===== src/rtl/core/tsf_pkg.sv =====
// ----------------------------------------------------------------------------
// tsf_pkg
// Shared types, constants and helpers for the two-class shared queue.
// ----------------------------------------------------------------------------
package tsf_pkg;

  localparam int DEPTH      = 16;
  localparam int ID_BITS    = 16;
  localparam int PORT_ID_W  = 16;

  typedef enum logic [1:0] {
    OP_ENQ       = 2'd0,
    OP_DEQ_ANY   = 2'd1,
    OP_DEQ_CLASS = 2'd2
  } op_t;

  typedef enum logic [1:0] {
    ST_DONE = 2'd0,
    ST_FULL = 2'd1,
    ST_NONE = 2'd2
  } status_t;

  // Command broadcast to every cell
  typedef struct packed {
    logic                 valid;
    logic [1:0]           op;
    logic                 cls;
    logic [ID_BITS-1:0]   id;
  } cmd_t;

  // Contents of one cell
  typedef struct packed {
    logic                 used;
    logic                 cls;
    logic [ID_BITS-1:0]   id;
  } slot_t;

  // Search chain: match seen so far and the data of the matching cell
  typedef struct packed {
    logic                 found;
    logic                 cls;
    logic [ID_BITS-1:0]   id;
  } link_t;

  function automatic logic [ID_BITS-1:0] id_from_port(input logic [PORT_ID_W-1:0] x);
    logic [ID_BITS-1:0] r;
    r = '0;
    for (int b = 0; b < ID_BITS; b++) begin
      r[b] = (b < PORT_ID_W) ? x[b] : 1'b0;
    end
    return r;
  endfunction

  function automatic logic [PORT_ID_W-1:0] id_to_port(input logic [ID_BITS-1:0] x);
    logic [PORT_ID_W-1:0] r;
    r = '0;
    for (int b = 0; b < PORT_ID_W; b++) begin
      r[b] = (b < ID_BITS) ? x[b] : 1'b0;
    end
    return r;
  endfunction

endpackage


===== src/rtl/core/tsf_cell.sv =====
// ----------------------------------------------------------------------------
// tsf_cell
// One queue slot: takes an enqueue, joins the oldest-match search and
// shifts toward the front when an older or its own entry leaves.
// ----------------------------------------------------------------------------
module tsf_cell (
  input  logic           clk,
  input  logic           rst_n,
  input  tsf_pkg::cmd_t  cmd,
  input  logic           left_used,
  input  tsf_pkg::slot_t right_slot,
  input  tsf_pkg::link_t link_in,
  output tsf_pkg::link_t link_out,
  output tsf_pkg::slot_t slot
);

  logic                         used_r, used_nxt;
  logic                         cls_r, cls_nxt;
  logic [tsf_pkg::ID_BITS-1:0]  id_r, id_nxt;
  logic                         is_deq, match, hit, shift, wr;

  always_comb begin
    is_deq = 1'b0;
    match  = 1'b0;
    case (cmd.op)
      tsf_pkg::OP_DEQ_ANY: begin
        is_deq = 1'b1;
        match  = used_r;
      end
      tsf_pkg::OP_DEQ_CLASS: begin
        is_deq = 1'b1;
        match  = used_r && (cls_r == cmd.cls);
      end
      default: begin
        is_deq = 1'b0;
        match  = 1'b0;
      end
    endcase
  end

  assign hit   = cmd.valid && match && !link_in.found;
  // first free slot: occupied slots always form a prefix
  assign wr    = cmd.valid && (cmd.op == tsf_pkg::OP_ENQ) && !used_r && left_used;
  assign shift = cmd.valid && is_deq && (link_in.found || hit);

  always_comb begin
    link_out.found = link_in.found || hit;
    link_out.cls   = hit ? cls_r : link_in.cls;
    link_out.id    = hit ? id_r  : link_in.id;
  end

  always_comb begin
    used_nxt = used_r;
    cls_nxt  = cls_r;
    id_nxt   = id_r;
    if (shift) begin
      used_nxt = right_slot.used;
      cls_nxt  = right_slot.cls;
      id_nxt   = right_slot.id;
    end else if (wr) begin
      used_nxt = 1'b1;
      cls_nxt  = cmd.cls;
      id_nxt   = cmd.id;
    end
  end

  always_ff @(posedge clk) begin
    if (!rst_n) begin
      used_r <= 1'b0;
    end else begin
      used_r <= used_nxt;
    end
  end

  always_ff @(posedge clk) begin
    cls_r <= cls_nxt;
    id_r  <= id_nxt;
  end

  assign slot.used = used_r;
  assign slot.cls  = cls_r;
  assign slot.id   = id_r;

endmodule


===== src/rtl/core/two_class_shared_fifo_unit.sv =====
// ----------------------------------------------------------------------------
// two_class_shared_fifo_unit
// Arrival-ordered queue of cat/dog entries built as a chain of slot cells.
// ----------------------------------------------------------------------------
// The result strobes on out_valid in the cycle after start is taken.
// Throughput: one operation per cycle; the oldest-match search and the
// gap-closing shift both complete in one pass along the cell chain.
// busy stays low, so start may be held high every cycle.
// Reset empties the queue at once (slot used bits clear); no clearing pass.
// ----------------------------------------------------------------------------
module two_class_shared_fifo_unit (
  input  logic        clk,
  input  logic        rst_n,
  input  logic        start,
  output logic        busy,
  input  logic [1:0]  in_op,
  input  logic        in_pet_class,
  input  logic [15:0] in_pet_id,
  output logic        out_valid,
  output logic [1:0]  out_status,
  output logic        out_class,
  output logic [15:0] out_id
);

  tsf_pkg::cmd_t   cmd;
  tsf_pkg::slot_t  slots [tsf_pkg::DEPTH];
  tsf_pkg::link_t  links [tsf_pkg::DEPTH+1];
  logic [tsf_pkg::DEPTH-1:0] used_vec;

  logic         valid_r, valid_nxt;
  logic [1:0]   status_r, status_nxt;
  logic         cls_r, cls_nxt;
  logic [15:0]  id_r, id_nxt;

  assign busy = 1'b0;

  always_comb begin
    cmd.valid = start && !busy;
    cmd.op    = in_op;
    cmd.cls   = in_pet_class;
    cmd.id    = tsf_pkg::id_from_port(in_pet_id);
  end

  assign links[0] = '0;

  for (genvar i = 0; i < tsf_pkg::DEPTH; i++) begin : g_cell
    logic           left_used;
    tsf_pkg::slot_t right_slot;

    if (i == 0) begin : g_head
      assign left_used = 1'b1;
    end else begin : g_body
      assign left_used = slots[i-1].used;
    end

    if (i == tsf_pkg::DEPTH-1) begin : g_tail
      assign right_slot = '0;
    end else begin : g_mid
      assign right_slot = slots[i+1];
    end

    tsf_cell u_cell (
      .clk        (clk),
      .rst_n      (rst_n),
      .cmd        (cmd),
      .left_used  (left_used),
      .right_slot (right_slot),
      .link_in    (links[i]),
      .link_out   (links[i+1]),
      .slot       (slots[i])
    );

    assign used_vec[i] = slots[i].used;
  end

  always_comb begin
    valid_nxt  = cmd.valid;
    status_nxt = tsf_pkg::ST_NONE;
    cls_nxt    = 1'b0;
    id_nxt     = '0;
    case (in_op) inside
      tsf_pkg::OP_ENQ: begin
        status_nxt = used_vec[tsf_pkg::DEPTH-1] ? tsf_pkg::ST_FULL : tsf_pkg::ST_DONE;
      end
      tsf_pkg::OP_DEQ_ANY, tsf_pkg::OP_DEQ_CLASS: begin
        if (links[tsf_pkg::DEPTH].found) begin
          status_nxt = tsf_pkg::ST_DONE;
          cls_nxt    = links[tsf_pkg::DEPTH].cls;
          id_nxt     = tsf_pkg::id_to_port(links[tsf_pkg::DEPTH].id);
        end
      end
      default: begin
        status_nxt = tsf_pkg::ST_NONE;
      end
    endcase
  end

  always_ff @(posedge clk) begin
    if (!rst_n) begin
      valid_r <= 1'b0;
    end else begin
      valid_r <= valid_nxt;
    end
  end

  always_ff @(posedge clk) begin
    status_r <= status_nxt;
    cls_r    <= cls_nxt;
    id_r     <= id_nxt;
  end

  assign out_valid  = valid_r;
  assign out_status = status_r;
  assign out_class  = cls_r;
  assign out_id     = id_r;

  // occupied slots must stay a prefix of the chain
  a_prefix: assert property (@(posedge clk) disable iff (!rst_n)
    ((used_vec >> 1) & ~used_vec) == '0)
    else $error("queue occupancy is not a prefix");

  a_strobe: assert property (@(posedge clk) disable iff (!rst_n)
    start |=> out_valid)
    else $error("missing result strobe");

  a_no_extra: assert property (@(posedge clk) disable iff (!rst_n)
    !start |=> !out_valid)
    else $error("result strobe without a command");

  a_fail_zero: assert property (@(posedge clk) disable iff (!rst_n)
    (out_valid && out_status != tsf_pkg::ST_DONE) |-> (out_id == '0 && out_class == 1'b0))
    else $error("payload not zero on failed operation");

  a_full_enq: assert property (@(posedge clk) disable iff (!rst_n)
    (start && in_op == tsf_pkg::OP_ENQ && used_vec[tsf_pkg::DEPTH-1]) |=>
      (out_status == tsf_pkg::ST_FULL && $stable(used_vec)))
    else $error("enqueue into full queue changed state");

endmodule

===== config.mk =====
export PLATFORM = sky130hd
export DESIGN_NAME = two_class_shared_fifo_unit
export DESIGN_NICKNAME = d
export VERILOG_FILES = /design/src/rtl/core/tsf_pkg.sv /design/src/rtl/core/tsf_cell.sv /design/src/rtl/core/two_class_shared_fifo_unit.sv
export SDC_FILE = /design/constraint.sdc
export NUM_CORES = 1
export LEC_CHECK = 0
export BUFFER_PORTS_ARGS = -buffer_cell sky130_fd_sc_hd__buf_2
export CAP_MARGIN = 20
export CORE_UTILIZATION = 68
export CTS_CLUSTER_DIAMETER = 100
export DETAILED_ROUTE_END_ITERATION = 6
export HOLD_SLACK_MARGIN = 0.1
export PLACE_DENSITY = 0.87
export SETUP_SLACK_MARGIN = 0.02
export SYNTH_ARGS = -nofsm -noshare
export SYNTH_HDL_FRONTEND = slang
export SYNTH_SLANG_ARGS = --single-unit

===== constraint.sdc =====
create_clock -name clk -period 10 [get_ports clk]
set_clock_uncertainty 0.05 [all_clocks]
set_input_delay 0 -clock clk [delete_from_list [all_inputs] [get_ports clk]]
set_output_delay 0 -clock clk [all_outputs]
set_load 0.005 [all_outputs]

==> impl_metrics.py, run 1 <==
metrics = {
    "status": {
        "status": "finished, violations left",
        "violations": "DRC",
    },
    "sta": {
        "setup_tns_ps": 0,
        "hold_ws_ps": 277,
        "tightest_slew_ps": 1130,
        "drv_slew": 0,
        "final-hold-violation-count": 0,
        "rsz0062_at_grt": "false",
        "finalCritPeriodShare_pct": 47.1,
        "slew_headroom_pct": 24.6,
        "setup_viol": 0,
        "fmax_mhz": 212,
        "fin_crit_ps": 4710,
    },
    "route": {
        "drt_wl_total_um": 39700,
        "first_pass_iters": 7,
        "drt_iter0_drc": 2119,
        "via_per_inst": 6.99,
        "dr_total_vias": 11900,
        "drc": 1,
        "drtAntennaViolNets": 0,
        "drt-wirelength-per-cell_um": 23.3,
    },
    "pwr": {
        "pwr-share-comb_pct": 9.1,
        "p_clk_share_pct": 39.2,
        "power_leakage_uw": 0.00599,
        "p_switching_uw": 671,
        "seq_power_share_pct": 51.7,
        "switching_share_pct": 23.2,
        "internal-power_uw": 2220,
        "vdd_drop_max_mv": 0.147,
        "power_density_mw_per_mm2": 167,
    },
    "grt": {
        "first_global_vias": 11400,
        "grt_max_degree": 44,
        "overflow": 0,
        "grt_usage_pct": 33.6,
        "antenna_found_initial": 2,
        "grt_first_pass_wirelength_um": 62700,
    },
    "critical_path": {
        "cp_num_buf_inv": 3,
        "worstSetupEndpointType": "flop",
        "r2r_cells": 7,
        "r2r_setup_slack_ps": 5480,
        "worstPathMaxFanout": 33,
        "startpoint_type": "input port",
        "critical_path_depth": 9,
        "cp_slowest_stage_delay_ps": 1100,
        "r2r_end": "g_cell[6].u_cell.id_r[11]",
        "worstSetupPathType": "in -> reg",
        "crit_arrival_ps": 4980,
        "critPathRequiredTime_ps": 10270,
        "cpMaxStageDelayCell": "and4_1",
        "critPathCapture": "g_cell[6].u_cell.id_r[11]",
        "path_cells": "dlygate4sd3_1 > buf_2 > xor2_2 > a2bb2oi_2 > and4_1 > nand2_1 > nor2_1 > buf_4 > mux2_2",
        "crit_family": "simple AND/OR/NAND/NOR gates",
        "cp-startpoint": "in_pet_class",
        "r2r-start": "g_cell[0].u_cell.cls_r",
    },
    "synth": {
        "synth_area_mm2": 0.0157,
        "yosys.area_share.adder_pct": 0.239,
        "synth_top_family_by_area": "multiplexers",
        "ys_seq_area_share_pct": 55.4,
        "yosys_register_bits": 308,
        "avgSynthCellArea_um2": 11.4,
        "synthArstFlopShare_pct": 0,
        "synth-edff-count": 255,
        "synth-compound-area-share_pct": 11.9,
        "synth_cell_types": 62,
        "syn_inst": 1382,
        "muxShareOfSynthArea_pct": 14.6,
        "ys.flop_type": "edfxtp_1",
        "ys_warn_count": 0,
        "synth-simple-area-share_pct": 13.4,
        "synth_area_leaders": "edfxtp_1 (49%), mux2_2 (15%), nand2_1 (7.7%)",
        "syn_nets": 1407,
        "yosys.area.top_type_share_pct": 48.7,
        "synth_xor_area_share_pct": 0.938,
        "yosysTopAreaCell": "edfxtp_1",
    },
    "die": {
        "start_util_pct": 69.5,
        "die_area_mm2": 0.0238,
        "die_h_um": 154,
        "rows": 55,
        "die_w_um": 154,
        "core_mm2": 0.0226,
        "io_pins": 43,
    },
    "clocking": {
        "cts.sinks": 308,
        "htreeDepth": 1,
        "cts_made_buffers": 31,
        "clock_latency_ps": 570,
        "clkTransAtPathRegs_ps": 60,
        "clock_path_buffers": 3,
        "cts_root_buffer": "clkbuf_16",
        "cts_setup_buffers": 0,
        "cts_tree": "done",
    },
    "placed_design": {
        "place.gp.congestion": 0.916,
        "place_area_mm2": 0.0161,
        "hpwlAfterDp_um": 26600,
        "port_buffers": 41,
    },
    "cells_and_area": {
        "final_net_count": 1422,
        "drive_gt1_share_pct": 25.6,
        "area_growth_pct": 10.0,
        "multi_input_area_mm2": 0.00650,
        "fin_area_mm2": 0.0173,
        "layout.filler_cells": 1376,
        "seq_area_mm2": 0.00872,
    },
    "flow_run": {
        "drv_cap": 0,
    },
    "hold_path": {
        "holdCritPathClass": "in -> reg",
    },
}
-- how the worst min path moves through the flow --
stage,from,to,depth (start not counted)
2_1_floorplan,rst_n,out_valid,1
3_3_place_gp,rst_n,g_cell[0].u_cell.used_r,3
3_5_place_dp,rst_n,g_cell[12].u_cell.used_r,3
4_1_cts,rst_n,out_valid,3
5_1_grt,rst_n,g_cell[2].u_cell.used_r,3
6_report,rst_n,out_valid,3
-- power by group through the flow --
stage	logic, µW	clock network, µW	registers, µW
3_5_place_dp	248	0	1520
3_3_place_gp	237	0	1520
6_report	263	1130	1500
2_1_floorplan	191	0	1510
5_1_grt	282	1190	1500
4_1_cts	257	1140	1500
-- cells in the mapped netlist, types with 9 or more instances --
cell type / count
a21oi_1: 36
a21oi_2: 9
a222oi_1: 33
a22oi_1: 17
a31oi_1: 19
and3_1: 9
and4_1: 23
buf_2: 14
clkbuf_1: 89
dfxtp_1: 53
edfxtp_1: 255
mux2_2: 204
nand2_1: 324
nand3_1: 45
nand4_1: 9
nor2_1: 17
nor3_1: 9
o211ai_1: 18
o21ai_0: 30
o21ai_1: 10
o221ai_1: 17
o22ai_1: 35
-- layout make-up --
type	count	area share, %
repair buffers	99	4.01
inverters	8	0.173
well taps	285	2.06
clock buffers	47	5.29
clock inverters	10	0.499
multi-input cells	949	37.6
diodes	2	0.0289
flip-flops and latches	308	50.4
-- repair_timing --
| action | 4_1_cts | 5_1_grt |
|---|---|---|
| endpoints found under the hold margin | 270 | 0 |
| hold buffers | 20 | 0 |
| resized for setup | 0 | 0 |
-- cells by family (layout without fill, tap and decap cells) --
group | Yosys count | after routing
flops | 308 | 308
xor+xnor | 16 | 16
fa+ha+maj | 3 | 3
other cells | 1 | 3
buf+inv | 125 | 164
simple gates | 464 | 464
compound gates | 261 | 261
mux | 204 | 204
-- sequential cells by signal, indices dropped and copies added (netlist names) --
| signal | cells |
|---|---|
| g_cell.u_cell.used_r | 16 |
| g_cell.u_cell.cls_r | 16 |
| out_id | 16 |
| out_status | 2 |
| g_cell.u_cell.id_r | 256 |
| out_class | 1 |
| out_valid | 1 |
-- per-layer routing --
layer | global-route usage [%] | up-vias | part of all wire (%)
met5 | 0 | - | 0.033
met4 | 10.9 | 2 | 2.9
met3 | 5.64 | 106 | 11
met2 | 55.6 | 801 | 48
met1 | 45.5 | 5788 | 39
li1 | - | 5245 | -
-- cells in the final DEF, fill, tap and decap left out, drive strengths merged, types with 3 or more instances in the layout --
| master | Yosys | layout |
|---|---|---|
| xnor2 | 8 | 8 |
| o221ai | 17 | 17 |
| o21ai | 40 | 40 |
| and2 | 7 | 7 |
| and3 | 9 | 9 |
| a31oi | 20 | 20 |
| nor3b | 7 | 7 |
| or2 | 3 | 3 |
| a311oi | 4 | 4 |
| a2bb2oi | 3 | 3 |
| a22oi | 17 | 17 |
| clkinv | 0 | 6 |
| o21a | 3 | 3 |
| mux2 | 204 | 204 |
| o2bb2ai | 6 | 6 |
| inv | 8 | 9 |
| xor2 | 8 | 8 |
| o22ai | 35 | 35 |
| a222oi | 33 | 33 |
| dlygate4sd3 | 0 | 20 |
| nor2 | 18 | 18 |
| nand2 | 325 | 325 |
| nand4 | 9 | 9 |
| clkbuf | 89 | 47 |
| a211oi | 5 | 5 |
| nor4 | 3 | 3 |
| ha | 3 | 3 |
| a32oi | 3 | 3 |
| edfxtp | 255 | 255 |
| and4 | 23 | 23 |
| nand3 | 46 | 46 |
| o211ai | 18 | 18 |
| dfxtp | 53 | 53 |
| nor3 | 10 | 10 |
| buf | 28 | 79 |
| o21bai | 3 | 3 |
| a21oi | 45 | 45 |
-- metrics by stage --
step | cells | power (µW) | worst slack (ps) | util (%)
detailed placement | 1627 | 1770 | 5100 | 71.0
finish | 1708 | 2890 | 5290 | 76.5
global placement | 1627 | 1760 | 5220 | 71.0
global route | 1706 | 2970 | 5020 | 76.4
CTS | 1704 | 2900 | 5360 | 76.4
floorplan | 1382 | 1700 | 6660 | -
-- worst reg2reg max path, cell delays in order (launching register included) --
cell	delay (ps)
edfxtp_1	440
xor2_2	210
a2bb2oi_2	750
and4_1	1100
nand2_1	760
nor2_1	270
buf_4	300
mux2_2	380
Note: power is estimated with default switching activity, not from simulation.
==> inputs of run 2 (changes only) <==
CORE_UTILIZATION = 63   (was 68)
PLACE_DENSITY = 0.81   (was 0.87)
clock period = 4.9 ns   (was 10 ns; I/O delays follow)
==> run 2 against run 1 <==
Compared with the run above: the run now ends clean; die area increased by 7.8%; clock-buffer cell count decreased by 7; via count decreased by 3.0%; sequential cell count unchanged; register-to-register slack got worse by 4200 ps; first-iteration DRC count decreased by 27%; non-clock buffer count increased by 7; critical path type unchanged; critical endpoint is now g_cell[7].u_cell.id_r[11].
==> impl_metrics.py, run 2 (synthesized netlist as in run 1, its figures left out) <==
metrics = {
    "cells_and_area": {
        "layout.cells.non_filler": 1750,
        "layout_commonest_cell": "nand2_1",
        "fin_area_mm2": 0.0174,
        "largest_register": "g_cell.u_cell.id_r",
        "area_growth_pct": 10.5,
        "layout.filler_cells": 1720,
        "antenna_cells": 0,
        "final_net_count": 1428,
        "drive_gt1_share_pct": 25.5,
        "largest_reg_flops": 256,
        "layout_common_cells": "nand2_1 (324), edfxtp_1 (255), mux2_2 (204)",
    },
    "grt": {
        "grt_usage_pct": 30.8,
        "antenna_found_initial": 0,
        "overflow": 0,
        "grt_max_degree": 43,
        "grt_first_pass_wirelength_um": 62600,
        "first_global_vias": 11200,
    },
    "critical_path": {
        "r2r-start": "g_cell[3].u_cell.cls_r",
        "worstPathMaxFanout": 29,
        "cp_slowest_stage_delay_ps": 730,
        "critPathRequiredTime_ps": 5170,
        "cpMaxStageDelayCell": "nand3_1",
        "cp_common_cell": "buf_4",
        "crit_family": "buffers and inverters",
        "crit_arrival_ps": 4050,
        "path_cells": "dlygate4sd3_1 > buf_2 > buf_4 > xor2_1 > o21a_1 > and4_1 > buf_4 > nand3_1 > o21bai_1 > buf_4",
        "r2r_end": "g_cell[7].u_cell.id_r[11]",
        "r2r_setup_slack_ps": 1240,
        "worstSetupPathType": "in -> reg",
        "r2r_cells": 7,
        "worstSetupEndpointType": "flop",
        "startpoint_type": "input port",
        "cp_num_buf_inv": 5,
    },
    "flow_run": {
        "drv_cap": 0,
    },
    "pwr": {
        "power_leakage_uw": 0.00601,
        "vdd_drop_max_mv": 0.322,
        "power_density_mw_per_mm2": 340,
    },
    "route": {
        "drc": 0,
        "via_per_inst": 6.62,
        "drtAntennaViolNets": 0,
        "drt-wirelength-per-cell_um": 22.5,
        "first_pass_iters": 6,
        "drt_wl_total_um": 39400,
        "drt_iter0_drc": 1542,
        "dr_total_vias": 11600,
    },
    "sta": {
        "tightest_slew_ps": 1030,
        "rsz0062_at_grt": "false",
        "slew_headroom_pct": 31.2,
        "fin_crit_ps": 3780,
        "setup_tns_ps": 0,
        "hold_ws_ps": 251,
        "setup_viol": 0,
        "fmax_mhz": 264,
        "drv_slew": 0,
        "finalCritPeriodShare_pct": 77.2,
        "final-hold-violation-count": 0,
    },
    "hold_path": {
        "hold_depth": 3,
        "hp-start": "rst_n",
        "whs_endpoint": "out_valid",
        "holdCritPathClass": "in -> reg",
    },
    "die": {
        "die_w_um": 160,
        "rows": 57,
        "core_mm2": 0.0244,
        "die_area_mm2": 0.0256,
        "die_h_um": 160,
        "io_pins": 43,
        "start_util_pct": 64.5,
    },
    "clocking": {
        "ctsResizeCount": 0,
        "clkTransAtPathRegs_ps": 60,
        "clock_path_buffers": 3,
        "cts.sinks": 308,
        "cts_root_buffer": "clkbuf_16",
        "cts_tree": "done",
        "htreeDepth": 1,
        "clock_latency_ps": 580,
        "cts_made_buffers": 30,
    },
    "placed_design": {
        "place.gp.congestion": 0.970,
        "hpwlAfterDp_um": 27000,
        "placed_cells": 1674,
        "place_area_mm2": 0.0162,
        "port_buffers": 41,
    },
    "status": {
        "status": "finished clean",
    },
}
run 2: cell types whose count changed in the layout (fill, tap and decap cells not counted), sizes merged:
cell,change
diode,-2
clkbuf,-7
clkinv,+4
buf,+7
bufinv,+2
inv,-1
run 2: power by group:
group / total [µW] / internal [µW] / switching (µW) / leakage (µW)
Clock: 2320 / 1330 / 988 / 0.000470
Sequential: 3060 / 2980 / 79.7 / 0.00273
Combinational: 536 / 227 / 309 / 0.00280
run 2: repair_timing:
| action | CTS | global route |
|---|---|---|
| hold buffers | 20 | 0 |
| endpoints found under the hold margin | 278 | 0 |
| buffers inserted | 0 | 0 |
run 2: worst reg2reg max path, stage by stage, from the launching register on:
cell,delay [ps]
edfxtp_1,430
xor2_1,240
o21a_1,680
and4_1,280
buf_4,330
nand3_1,740
o21bai_1,420
buf_4,220
run 2: per-stage QoR:
| step | setup WS, ps | total power [µW] | util (%) |
|---|---|---|---|
| finish | 1120 | 5910 | 71.3 |
| global route | 947 | 6090 | 71.3 |
| CTS | 1190 | 5920 | 71.3 |
| detailed placement | 1040 | 3620 | 66.4 |
| global placement | 1150 | 3590 | 66.4 |
| floorplan | 1560 | 3470 | - |
run 2: routing by layer:
layer	global-route usage [%]	up-vias	routed length, µm	part of all wire, %
met5	0	-	0	0
li1	-	5257	-	-
met4	7.75	0	794	2.0
met2	50.6	549	18900	48
met3	4.00	63	3190	8.1
met1	43.4	5712	16500	42
run 2: worst max path at each step:
stage | cells past startpoint | slack (ps) | startpoint | end
floorplan | 11 | 1560 | in_op[0] | g_cell[12].u_cell.cls_r
global placement | 11 | 1150 | in_op[0] | g_cell[14].u_cell.id_r[9]
detailed placement | 11 | 1040 | in_op[0] | g_cell[14].u_cell.id_r[10]
CTS | 10 | 1190 | in_pet_class | g_cell[7].u_cell.id_r[11]
global route | 10 | 950 | in_pet_class | g_cell[7].u_cell.id_r[11]
finish | 10 | 1120 | in_pet_class | g_cell[7].u_cell.id_r[11]
run 2: area by class of cell:
cell class / instances / area (µm²) / share of cell area (%)
well taps: 324 / 405 / 2.33
multi-input cells: 949 / 6500 / 37.4
repair buffers: 106 / 743 / 4.27
clock buffers: 40 / 818 / 4.71
inverters: 8 / 30.0 / 0.173
clock inverters: 15 / 170 / 0.979
flip-flops and latches: 308 / 8720 / 50.1
==> inputs of run 3 (changes only) <==
ABC_AREA = 1   (was default)
CORE_UTILIZATION = 57   (was 63)
PLACE_DENSITY = 0.78   (was 0.81)
clock period = 3.22 ns   (was 4.9 ns; I/O delays follow)
==> run 3 against run 2 <==
Compared with the run above: sequential share of layout area up 0.23 points; sequential power up 54%; clock-buffer cell count up 12; the flow now finishes with violations (DRC); clock power up 68%; setup slack worse by 840 ps; first-iteration DRC count down 14%; non-clock buffer count up 18.
==> impl_metrics.py, run 3 <==
metrics = {
    "critical_path": {
        "cp-startpoint": "in_op[1]",
        "worstPathMaxFanout": 18,
        "startpoint_type": "input port",
        "r2r-start": "g_cell[1].u_cell.cls_r",
        "critPathRequiredTime_ps": 3580,
        "worstSetupEndpointType": "flop",
        "worstSetupPathType": "in -> reg",
        "crit_arrival_ps": 3310,
    },
    "synth": {
        "yosys_register_bits": 308,
        "yosysMostFrequentCell": "nand2_1",
        "synth_common_cells": "nand2_1 (410), o21ai_0 (281), edfxtp_1 (255)",
        "synth-compound-area-share_pct": 11.4,
        "yosys.area_share.adder_pct": 0.246,
        "yosys.area.top_type_share_pct": 50.2,
        "ys_warn_count": 0,
        "synth_area_leaders": "edfxtp_1 (50%), nand2_1 (10%), o21ai_0 (9.2%)",
        "yosysTopAreaCell": "edfxtp_1",
        "ys_seq_area_share_pct": 57.2,
        "synth-simple-area-share_pct": 24.7,
        "synth_area_mm2": 0.0152,
        "syn_nets": 1800,
        "synth_xor_area_share_pct": 0,
        "syn_inst": 1775,
        "synth-edff-count": 255,
        "synth_cell_types": 33,
        "ys.flop_type": "edfxtp_1",
        "muxShareOfSynthArea_pct": 0,
        "synthArstFlopShare_pct": 0,
        "synth_top_family_by_area": "simple AND/OR/NAND/NOR gates",
        "avgSynthCellArea_um2": 8.59,
    },
    "die": {
        "die_area_mm2": 0.0274,
        "die_w_um": 166,
        "start_util_pct": 58.3,
        "io_pins": 43,
        "die_h_um": 166,
        "rows": 59,
        "core_mm2": 0.0261,
    },
    "sta": {
        "finalCritPeriodShare_pct": 91.5,
        "setup_tns_ps": 0,
        "tightest_slew_ps": 613,
        "slew_headroom_pct": 59.1,
        "fmax_mhz": 339,
        "fin_crit_ps": 2950,
        "worst_slack_ps": 273,
        "drv_slew": 0,
        "rsz0062_at_grt": "false",
        "final-hold-violation-count": 0,
        "setup_viol": 0,
    },
    "clocking": {
        "clkTransAtPathRegs_ps": 60,
        "cts_root_buffer": "clkbuf_16",
        "clock_latency_ps": 510,
        "cts_tree": "done",
        "cts_made_buffers": 34,
        "htreeDepth": 2,
        "cts.sinks": 308,
        "clock_path_buffers": 3,
    },
    "placed_design": {
        "place.gp.congestion": 0.859,
        "placed_cells": 2097,
        "hpwlAfterDp_um": 26500,
        "dpl_worst_slack_ps": 215,
        "port_buffers": 41,
    },
    "cells_and_area": {
        "antenna_cells": 0,
        "layout.cells.non_filler": 2183,
        "final_net_count": 1849,
        "largest_register": "g_cell.u_cell.id_r",
        "layout_common_cells": "nand2_1 (409), o21ai_0 (280), edfxtp_1 (255)",
        "drive_gt1_share_pct": 10.3,
        "layout_commonest_cell": "nand2_1",
        "area_growth_pct": 13.5,
        "largest_reg_flops": 256,
    },
    "flow_run": {
        "drv_cap": 0,
    },
    "grt": {
        "overflow": 0,
        "first_global_vias": 11800,
        "antenna_found_initial": 0,
        "grt_usage_pct": 27.9,
        "grt_max_degree": 55,
        "grt_first_pass_wirelength_um": 60000,
    },
    "hold_path": {
        "holdCritPathClass": "in -> reg",
        "hp-start": "in_pet_class",
    },
    "route": {
        "via_per_inst": 5.71,
        "wl_met1_um": 15700,
        "dr_total_vias": 12500,
        "first_pass_iters": 7,
        "top_layer": "met4",
        "drt_wl_total_um": 36800,
        "route.met3.wl_um": 3250,
        "drtAntennaViolNets": 0,
        "drt-wirelength-per-cell_um": 16.9,
        "drt_iter0_drc": 1322,
        "drc": 7,
        "met2_length_um": 17300,
    },
    "pwr": {
        "power_leakage_uw": 0.00672,
        "switching_share_pct": 23.2,
        "seq_power_share_pct": 49.7,
        "vdd_drop_max_mv": 0.360,
        "pwr-share-comb_pct": 9.1,
        "power_density_mw_per_mm2": 548,
        "p_switching_uw": 2200,
        "internal-power_uw": 7280,
        "p_clk_share_pct": 41.2,
    },
    "status": {
        "status": "finished, violations left",
        "violations": "DRC",
    },
}
-- run 3: cell type report --
cell class | instances | area, µm²
multi-input cells | 1215 | 5620
clock buffers | 52 | 1050
well taps | 335 | 419
fillers | 2070 | 8820
repair buffers | 124 | 883
flip-flops and latches | 308 | 8720
clock inverters | 8 | 82.6
inverters | 141 | 533
-- run 3: what timing repair did --
| item | CTS | global route |
|---|---|---|
| gates resized for setup | 0 | 4 |
| endpoints found under the setup margin | 0 | 34 |
| buffers inserted | 0 | 2 |
| endpoints found under the hold margin | 74 | 0 |
| hold buffers | 22 | 0 |
-- run 3: cell families (layout without fill, tap and decap cells) --
| logic type | after synthesis | count (layout) |
|---|---|---|
| flip-flops | 308 | 308 |
| buffers and inverters | 252 | 325 |
| adder cells (fa/ha/maj) | 3 | 3 |
| AO/OA/AOI/OAI | 335 | 335 |
| other | 1 | 1 |
| AND/OR/NAND/NOR | 876 | 876 |
-- run 3: layer usage --
metal  global-route usage (%)  vias up
met5                        0        -
met4                     6.53        0
met3                     4.92       52
met2                     45.6      522
met1                     38.7     5788
li1                         -     6107
-- run 3: per-stage QoR --
stage               cell area, µm²  hold WS (ps)  total power, µW  util, %
global placement             15900           163             5560     60.9
floorplan                    15200          43.5             5350        -
finish                       17300           335             9480     66.2
global route                 17300           367             9810     66.2
CTS                          17300           336             9500     66.1
detailed placement           15900           162             5610     60.9
-- run 3: worst paths after layout --
check                           end  slack (ps)  depth (start not counted)
min          g_cell[0].u_cell.cls_r         330                          4
max reg2reg               out_id[5]         390                         18
min reg2reg           out_status[0]         410                          2
max                       out_id[5]         270                         21
-- run 3: worst max-delay path, cell delays in order --
cell and delay [ps]:
dlygate4sd3_1 530, buf_2 110, inv_1 50, ha_1 170, inv_1 140, buf_4 230, o21ai_0 150, nand2_1 90
nor2_1 60, nor2_4 150, nand4_4 140, nor2_4 120, buf_4 180, nand4_4 120, nor2_4 170, nand4_2 200
inv_2 100, buf_4 260, nand3_1 130, nand2_1 120, nor2_1 50
-- run 3: power by group through the flow --
stage          clock, µW  combinational (µW)  sequential (µW)
2_1_floorplan          0                 582             4770
3_3_place_gp           0                 773             4790
3_5_place_dp           0                 813             4800
4_1_cts             3950                 842             4710
5_1_grt             4100                 971             4740
6_report            3900                 860             4720
